===== src/sv/sett_pkg.sv =====
// ----------------------------------------------------------------------------
// sett_pkg
// Shared types and codes for the scheduled event timer table.
// ----------------------------------------------------------------------------
package sett_pkg;

  localparam int unsigned TimeBits = 32;
  localparam int unsigned WordBits = 32;

  // Input item kind codes
  localparam logic KIND_SCHEDULE = 1'b0;
  localparam logic KIND_TICK     = 1'b1;

  typedef struct packed {
    logic                kind;
    logic [WordBits-1:0] position_word;
    logic [TimeBits-1:0] time_value;
  } sett_in_t;

  typedef struct packed {
    logic [WordBits-1:0] fired_position;
    logic                fired_valid;
    logic                schedule_dropped;
    logic                last;
  } sett_out_t;

  typedef enum logic [1:0] {
    ST_IDLE,
    ST_SCHED,
    ST_SCAN,
    ST_FLUSH
  } sett_state_e;

endpackage


===== src/sv/sett_mem.sv =====
// ----------------------------------------------------------------------------
// sett_mem
// Slot storage: one write port, one read port with registered read data.
// ----------------------------------------------------------------------------
module sett_mem #(
  parameter int unsigned DEPTH = 64,
  parameter int unsigned AW    = 6,
  parameter int unsigned DW    = 64
) (
  input  logic          clk_i,
  input  logic          wr_en_i,
  input  logic [AW-1:0] wr_addr_i,
  input  logic [DW-1:0] wr_data_i,
  input  logic          rd_en_i,
  input  logic [AW-1:0] rd_addr_i,
  output logic [DW-1:0] rd_data_o
);

  logic [DW-1:0] mem_q [DEPTH];
  logic [DW-1:0] rd_data_q;

  always_ff @(posedge clk_i) begin
    if (wr_en_i) begin
      mem_q[wr_addr_i] <= wr_data_i;
    end
  end

  // read data holds while no read is issued
  always_ff @(posedge clk_i) begin
    if (rd_en_i) begin
      rd_data_q <= mem_q[rd_addr_i];
    end
  end

  assign rd_data_o = rd_data_q;

endmodule


===== src/sv/sett_alloc.sv =====
// ----------------------------------------------------------------------------
// sett_alloc
// Lowest free slot finder over the active bits.
// ----------------------------------------------------------------------------
module sett_alloc #(
  parameter int unsigned SLOTS = 64,
  parameter int unsigned IW    = 6
) (
  input  logic [SLOTS-1:0] active_i,
  output logic [IW-1:0]    free_idx_o,
  output logic             full_o
);

  always_comb begin
    free_idx_o = '0;
    full_o     = 1'b1;
    // walk downward so the lowest free slot wins
    for (int i = SLOTS - 1; i >= 0; i--) begin
      if (!active_i[i]) begin
        free_idx_o = IW'(i);
        full_o     = 1'b0;
      end
    end
  end

endmodule


===== src/sv/scheduled_event_timer_table.sv =====
// Schedule: the status result passes through ST_SCHED and the output register.
// Tick: every slot is read and compared, then ST_FLUSH pushes the last result.
// Throughput: one item in flight; a new item is taken only back in ST_IDLE.
//   The scan reads one slot per cycle unless a push meets a full output register.
//   Output stalls also hold ST_SCHED and ST_FLUSH.
// Reset clears all active bits at once; slot memory contents stay undefined.
// ----------------------------------------------------------------------------
// scheduled_event_timer_table
// Table of pending timed events held in a slot memory. Schedule fills the
// lowest free slot, else flags a drop; tick scans all slots and fires every due entry in order.
// ----------------------------------------------------------------------------
module scheduled_event_timer_table #(
  parameter int unsigned SLOT_COUNT    = 64,
  parameter int unsigned POSITION_BITS = 32
) (
  input  logic               clk_i,
  input  logic               rst_ni,
  input  logic               in_valid_i,
  output logic               in_stall_o,
  input  sett_pkg::sett_in_t in_data_i,
  output logic               out_valid_o,
  input  logic               out_stall_i,
  output sett_pkg::sett_out_t out_data_o
);

  import sett_pkg::*;

  localparam int unsigned IW = (SLOT_COUNT > 1) ? $clog2(SLOT_COUNT) : 1;
  localparam int unsigned CW = $clog2(SLOT_COUNT + 1);
  localparam int unsigned PW = POSITION_BITS;
  localparam int unsigned DW = TimeBits + PW;

  // --------------------------------------------------------------------------
  // State
  // --------------------------------------------------------------------------
  sett_state_e         state_q, state_d;
  logic [SLOT_COUNT-1:0] active_q, active_d;
  logic [TimeBits-1:0] tval_q, tval_d;      // current time of the tick in work
  logic                dropped_q, dropped_d;
  logic [CW-1:0]       cnt_q, cnt_d;        // next slot to read
  logic                s1_vld_q, s1_vld_d;  // read in flight, data in memory reg
  logic [IW-1:0]       s1_idx_q, s1_idx_d;
  logic                hold_vld_q, hold_vld_d; // fired result waiting for a successor
  logic [WordBits-1:0] hold_pos_q, hold_pos_d;
  logic                out_vld_q, out_vld_d;
  sett_out_t           out_q, out_d;

  // --------------------------------------------------------------------------
  // Datapath helpers
  // --------------------------------------------------------------------------
  logic                in_acc;
  logic                out_free;
  logic [IW-1:0]       free_idx;
  logic                full;
  logic                mem_wr_en;
  logic [DW-1:0]       mem_wr_data;
  logic                mem_rd_en;
  logic [DW-1:0]       mem_rd_data;
  logic [PW-1:0]       wr_pos;
  logic [WordBits-1:0] rd_pos;
  logic [TimeBits-1:0] rd_due;
  logic                issue_pend;
  logic                fire;
  logic                stall1;
  logic                push;
  sett_out_t           push_data;

  assign in_stall_o = (state_q != ST_IDLE);
  assign in_acc     = in_valid_i && !in_stall_o;
  assign out_free   = !out_vld_q || !out_stall_i;

  // stored position is POSITION_BITS wide; reported masked to 32 bits
  if (PW <= WordBits) begin : g_pos_narrow
    assign wr_pos = in_data_i.position_word[PW-1:0];
    if (PW == WordBits) begin : g_eq
      assign rd_pos = mem_rd_data[PW-1:0];
    end else begin : g_lt
      assign rd_pos = {{(WordBits - PW){1'b0}}, mem_rd_data[PW-1:0]};
    end
  end else begin : g_pos_wide
    assign wr_pos = {{(PW - WordBits){1'b0}}, in_data_i.position_word};
    assign rd_pos = mem_rd_data[WordBits-1:0];
  end

  assign rd_due      = mem_rd_data[DW-1:PW];
  assign mem_wr_data = {in_data_i.time_value, wr_pos};
  assign mem_wr_en   = in_acc && (in_data_i.kind == KIND_SCHEDULE) && !full;

  sett_alloc #(
    .SLOTS (SLOT_COUNT),
    .IW    (IW)
  ) u_alloc (
    .active_i   (active_q),
    .free_idx_o (free_idx),
    .full_o     (full)
  );

  sett_mem #(
    .DEPTH (SLOT_COUNT),
    .AW    (IW),
    .DW    (DW)
  ) u_mem (
    .clk_i     (clk_i),
    .wr_en_i   (mem_wr_en),
    .wr_addr_i (free_idx),
    .wr_data_i (mem_wr_data),
    .rd_en_i   (mem_rd_en),
    .rd_addr_i (cnt_q[IW-1:0]),
    .rd_data_o (mem_rd_data)
  );

  // Scan pipeline: slot read registered, then compared. A fired slot
  // replaces the held result, pushing the older one out with last clear; the
  // stage stalls only when that push meets a full output register.
  assign issue_pend = (cnt_q < CW'(SLOT_COUNT));
  assign fire       = (state_q == ST_SCAN) && s1_vld_q && active_q[s1_idx_q] &&
                      (rd_due <= tval_q);
  assign stall1     = fire && hold_vld_q && !out_free;
  assign mem_rd_en  = (state_q == ST_SCAN) && issue_pend && !stall1;

  // --------------------------------------------------------------------------
  // Next state
  // --------------------------------------------------------------------------
  always_comb begin
    state_d = state_q;
    case (state_q)
      ST_IDLE: begin
        if (in_acc) begin
          state_d = (in_data_i.kind == KIND_TICK) ? ST_SCAN : ST_SCHED;
        end
      end
      ST_SCHED: begin
        if (out_free) begin
          state_d = ST_IDLE;
        end
      end
      ST_SCAN: begin
        if (!issue_pend && !s1_vld_q) begin
          state_d = ST_FLUSH;
        end
      end
      ST_FLUSH: begin
        if (out_free) begin
          state_d = ST_IDLE;
        end
      end
      default: state_d = ST_IDLE;
    endcase
  end

  // --------------------------------------------------------------------------
  // Outputs and datapath updates
  // --------------------------------------------------------------------------
  always_comb begin
    active_d   = active_q;
    tval_d     = tval_q;
    dropped_d  = dropped_q;
    cnt_d      = cnt_q;
    s1_vld_d   = s1_vld_q;
    s1_idx_d   = s1_idx_q;
    hold_vld_d = hold_vld_q;
    hold_pos_d = hold_pos_q;
    push       = 1'b0;
    push_data  = '0;

    case (state_q)
      ST_IDLE: begin
        if (in_acc) begin
          if (in_data_i.kind == KIND_SCHEDULE) begin
            dropped_d = full;
            if (!full) begin
              active_d[free_idx] = 1'b1;
            end
          end else begin
            tval_d     = in_data_i.time_value;
            cnt_d      = '0;
            s1_vld_d   = 1'b0;
            hold_vld_d = 1'b0;
          end
        end
      end
      ST_SCHED: begin
        push                       = out_free;
        push_data.schedule_dropped = dropped_q;
        push_data.last             = 1'b1;
      end
      ST_SCAN: begin
        if (!stall1) begin
          if (fire) begin
            active_d[s1_idx_q] = 1'b0;
            hold_vld_d         = 1'b1;
            hold_pos_d         = rd_pos;
            if (hold_vld_q) begin
              push                     = 1'b1;
              push_data.fired_position = hold_pos_q;
              push_data.fired_valid    = 1'b1;
            end
          end
          s1_vld_d = mem_rd_en;
          s1_idx_d = cnt_q[IW-1:0];
          if (mem_rd_en) begin
            cnt_d = cnt_q + CW'(1);
          end
        end
      end
      ST_FLUSH: begin
        push                     = out_free;
        push_data.fired_position = hold_vld_q ? hold_pos_q : '0;
        push_data.fired_valid    = hold_vld_q;
        push_data.last           = 1'b1;
        if (out_free) begin
          hold_vld_d = 1'b0;
        end
      end
      default: ;
    endcase
  end

  // output register: loads on push, drains when taken
  always_comb begin
    out_vld_d = out_vld_q;
    out_d     = out_q;
    if (push) begin
      out_vld_d = 1'b1;
      out_d     = push_data;
    end else if (out_vld_q && !out_stall_i) begin
      out_vld_d = 1'b0;
    end
  end

  always_ff @(posedge clk_i or negedge rst_ni) begin
    if (!rst_ni) begin
      state_q    <= ST_IDLE;
      active_q   <= '0;
      cnt_q      <= '0;
      s1_vld_q   <= 1'b0;
      hold_vld_q <= 1'b0;
      out_vld_q  <= 1'b0;
    end else begin
      state_q    <= state_d;
      active_q   <= active_d;
      cnt_q      <= cnt_d;
      s1_vld_q   <= s1_vld_d;
      hold_vld_q <= hold_vld_d;
      out_vld_q  <= out_vld_d;
    end
  end

  always_ff @(posedge clk_i) begin
    tval_q     <= tval_d;
    dropped_q  <= dropped_d;
    s1_idx_q   <= s1_idx_d;
    hold_pos_q <= hold_pos_d;
    out_q      <= out_d;
  end

  assign out_valid_o = out_vld_q;
  assign out_data_o  = out_q;

endmodule

===== config.mk =====
export PLATFORM = sky130hd
export DESIGN_NAME = scheduled_event_timer_table
export DESIGN_NICKNAME = d
export VERILOG_FILES = /design/src/sv/sett_pkg.sv /design/src/sv/sett_mem.sv /design/src/sv/sett_alloc.sv /design/src/sv/scheduled_event_timer_table.sv
export SDC_FILE = /design/constraint.sdc
export NUM_CORES = 2
export LEC_CHECK = 0
export BUFFER_PORTS_ARGS = -buffer_cell sky130_fd_sc_hd__buf_4
export CORE_MARGIN = 2
export CORE_UTILIZATION = 25
export CTS_BUF_LIST = sky130_fd_sc_hd__clkbuf_16
export DETAILED_ROUTE_END_ITERATION = 8
export MAX_ROUTING_LAYER = met4
export PLACE_DENSITY = 0.49
export SETUP_SLACK_MARGIN = 0.3
export SKIP_CTS_REPAIR_TIMING = 1
export SLEW_MARGIN = 20
export SYNTH_ARGS = -nofsm -noshare
export SYNTH_HDL_FRONTEND = slang
export SYNTH_HIERARCHICAL = 1
export SYNTH_SLANG_ARGS = --single-unit

===== constraint.sdc =====
create_clock -name clk_i -period 20.6 [get_ports clk_i]
set_input_delay 1.03 -clock clk_i [delete_from_list [all_inputs] [get_ports clk_i]]
set_output_delay 1.03 -clock clk_i [all_outputs]
set_load 0.01 [all_outputs]

==> flow_summary_export.csv <==
group,metric,value,unit
drt,top_layer_used,"met4",
die,row_count,299,
clock_network,cts_buffers,417,
worst_setup_path,cp.arrival,7.16,ns
drt,met3_length,35.6,mm
final_layout,multi_input_area,0.0345,mm2
clock_network,clock_latency,1.02,ns
drt,drt_drc_violations_left,0,
yosys,synth.avg_cell_area,22.4,um2
pwr,intPower,0.0168,W
pwr,switching_share,29.9,%
pwr,worst_ir_drop_vdd,0.0000900,V
global_route,grt_max_degree,103,
drt,met2_length,263,mm
worst_setup_path,crit_path_max_fanout,44,
timing,hold_violations,0,
placement,dp.final_hpwl,283,mm
worst_hold_path,min_path_type,"primary input to asynchronous set/reset pin",
drt,wl_met1,210,mm
worst_setup_path,r2r_cells,10,
pwr,seqPwrFrac,42.4,%
timing,fin_skew,0.0709,ns
timing,tightest_slew,1.34,ns
final_layout,final_util,29.0,%
worst_setup_path,cp-end-kind,"register",
die,ios,106,
global_route,grt_pass1_wl,715,mm
worst_setup_path,max_stage_delay,0.84,ns
yosys,synth-edff-count,4266,
yosys,yosys.area.top_type,"edfxtp_1",
worst_setup_path,cp.required,21.28,ns
die,fp.dieH,819,um
pwr,power,0.0239,W
global_route,antenna_found_initial,57,
pwr,power_frac_comb,25.5,%
timing,drv_slew,0,
drt,drt_iter0_markers,9944,
yosys,ys_types,77,
yosys,synth_cells,7429,
drt,drt-total-wl,525,mm
drt,firstDrtPassIters,6,
clock_network,clockBufferDepth,4,
yosys,synthTopCellsByArea,"edfxtp_1 77%, mux4_2 14%, dfrtp_1 1.1%",
placement,globalplace.congestion,0.809,
timing,fin_tns_setup,0,ns
yosys,synth.yosys.seq_area_share,78.2,%
yosys,async_flop_share,1.75,%
clock_network,tritoncts,"done",
drt,final_antenna_net_count,0,
clock_network,cts.sinks,4342,
clock_network,root_buffer,"clkbuf_16",
final_layout,drive_gt1_share,26.5,%
drt,vias_per_cell,4.87,
timing,fin_crit_sh,31.4,%
yosys,ys_warn_count,6,
pwr,powerDensity,124,mW/mm2
final_layout,area_delta_synth_final,15.8,%
die,dieArea,0.671,mm2
worst_setup_path,start_kind,"register",
timing,rsz0062_at_grt,"false",
yosys,syn_nets,7531,
final_layout,layout_common_cells,"4266 x edfxtp_1, 1030 x mux4_2, 422 x clkbuf_16",
clock_network,htreeDepth,5,
final_layout,fill_cells,64200,
run_status,status,"finished clean",
global_route,grt.overflow.total,0,
die,initial_utilization,25.1,%
timing,hold_ws,0.113,ns
pwr,switchingPower,0.00717,W
worst_setup_path,crit_chain,"buf_4, buf_4, buf_4, buf_4, buf_4, mux4_2, mux2i_1, o22ai_1, a41oi_1, a211oi_1",
worst_setup_path,critPathKind,"register to register",
die,die_w,819,um
timing,setup_viol,0,
final_layout,final_common_cell,"edfxtp_1",
final_layout,layout.nets,7902,
clock_network,clk_pin_slew,0.07,ns
yosys,synth_area,0.166,mm2
global_route,grt_pass1_vias,84000,
drt,wire_per_inst,30.8,um
drt,vias,83100,
yosys,yosys.area.top_type_share,77.1,%
timing,relSlewSlack,10.2,%
die,core-area,0.663,mm2
pwr,clkPwrFrac,32.1,%
yosys,synth_ff_type,"edfxtp_1",
flow_run,drv_cap,0,
timing,period_minus_slack,6.48,ns
global_route,track_usage,15.6,%
placement,io_buffers,105,
final_layout,seq_area,0.130,mm2
yosys,ys_ff_latch,4342,
worst_setup_path,cpMaxStageDelayCell,"dfrtp_4",
pwr,total_leakage_power,58.4,nW
timing,fmax,0.154,GHz
worst_setup_path,cpMostUsedCell,"buf_4",
==> registers in the layout, summed over array words and instances, names as in the netlist <==
signal	cells
s1_idx_q	6
u_mem/mem_q	4096
u_mem/rd_data_o	64
s1_vld_q	1
dropped_q	1
cnt_q	7
tval_q	32
hold_pos_q	32
out_valid_o	1
state_q	2
out_data_o	35
hold_vld_q	1
active_q	64
==> worst paths after layout <==
path	start	to	slack (ns)
min in group clk_i	u_mem/rd_data_o[30]	hold_pos_q[30]	0.42
max in group asynchronous	rst_ni	cnt_q[0]	19.90
worst min-delay path	rst_ni	active_q[50]	0.11
worst min register to register	u_mem/rd_data_o[30]	hold_pos_q[30]	0.42
worst max-delay path	cnt_q[0]	u_mem/rd_data_o[20]	14.12
worst max register to register	cnt_q[0]	u_mem/rd_data_o[20]	14.12
==> critical path, delay by kind of cell (launching register included) <==
kind | cells | cell delay, ns
AOI/OAI and AO/OA | 3 | 0.52
buffers and inverters | 5 | 3.73
DFF | 1 | 0.84
muxes | 2 | 0.86
==> logic make-up (layout without fill, tap and decap cells) <==
family,Yosys count,after routing,synth area share (%)
DFF,4342,4342,78.2
AOI/OAI and AO/OA,758,758,3.35
adders and majority gates,33,33,0.248
other,0,25,0
and+or+nand+nor,648,648,2.00
buffers and inverters,477,1203,1.34
muxes,1171,1171,14.8
==> synthesized netlist by cell type, types with 66 or more instances <==
| master | number |
|---|---|
| a21oi_1 | 124 |
| a22oi_1 | 171 |
| o22ai_1 | 86 |
| edfxtp_1 | 4266 |
| nand3_1 | 67 |
| inv_1 | 75 |
| mux2i_1 | 136 |
| a22o_1 | 89 |
| mux4_2 | 1030 |
| a211oi_1 | 66 |
| clkbuf_1 | 153 |
| buf_2 | 179 |
| and3_1 | 72 |
| dfrtp_1 | 76 |
| nor2_1 | 164 |
| nand2_1 | 117 |
==> area by class of cell <==
class                      count  share of cell area (%)
inverter                      75                   0.148
clock buffer                 422                    5.49
tap                         8879                    5.77
timing repair buffer         354                    1.49
antenna                       25                  0.0325
sequential                  4342                    67.6
clock inverter               352                    1.55
multi-input combinational   2610                    17.9
==> per-layer routing <==
layer | vias up | track usage (%)
met3 | 760 | 2.14
met2 | 3482 | 26.1
met1 | 46400 | 19.9
met4 | 0 | 4.47
li1 | 32400 | -
met5 | - | -
==> power by group through the flow <==
stage | Clock, W | Combinational [W] | Sequential, W
after floorplan | 0 | 0.00415 | 0.0102
after global placement | 0 | 0.00619 | 0.0104
after detailed placement | 0 | 0.00620 | 0.0103
after CTS | 0.00784 | 0.00622 | 0.0102
after global routing | 0.00815 | 0.00647 | 0.0102
final | 0.00767 | 0.00611 | 0.0102
==> through the flow <==
stage	instances	cell area [um2]	setup slack [ns]
after global routing	17100	192000	13.55
after global placement	16300	179000	13.92
after detailed placement	16300	179000	13.96
after CTS	17000	192000	13.97
after floorplan	7429	166000	13.56
final	17100	192000	14.12
No activity file was read; power rests on OpenSTA's default activity.
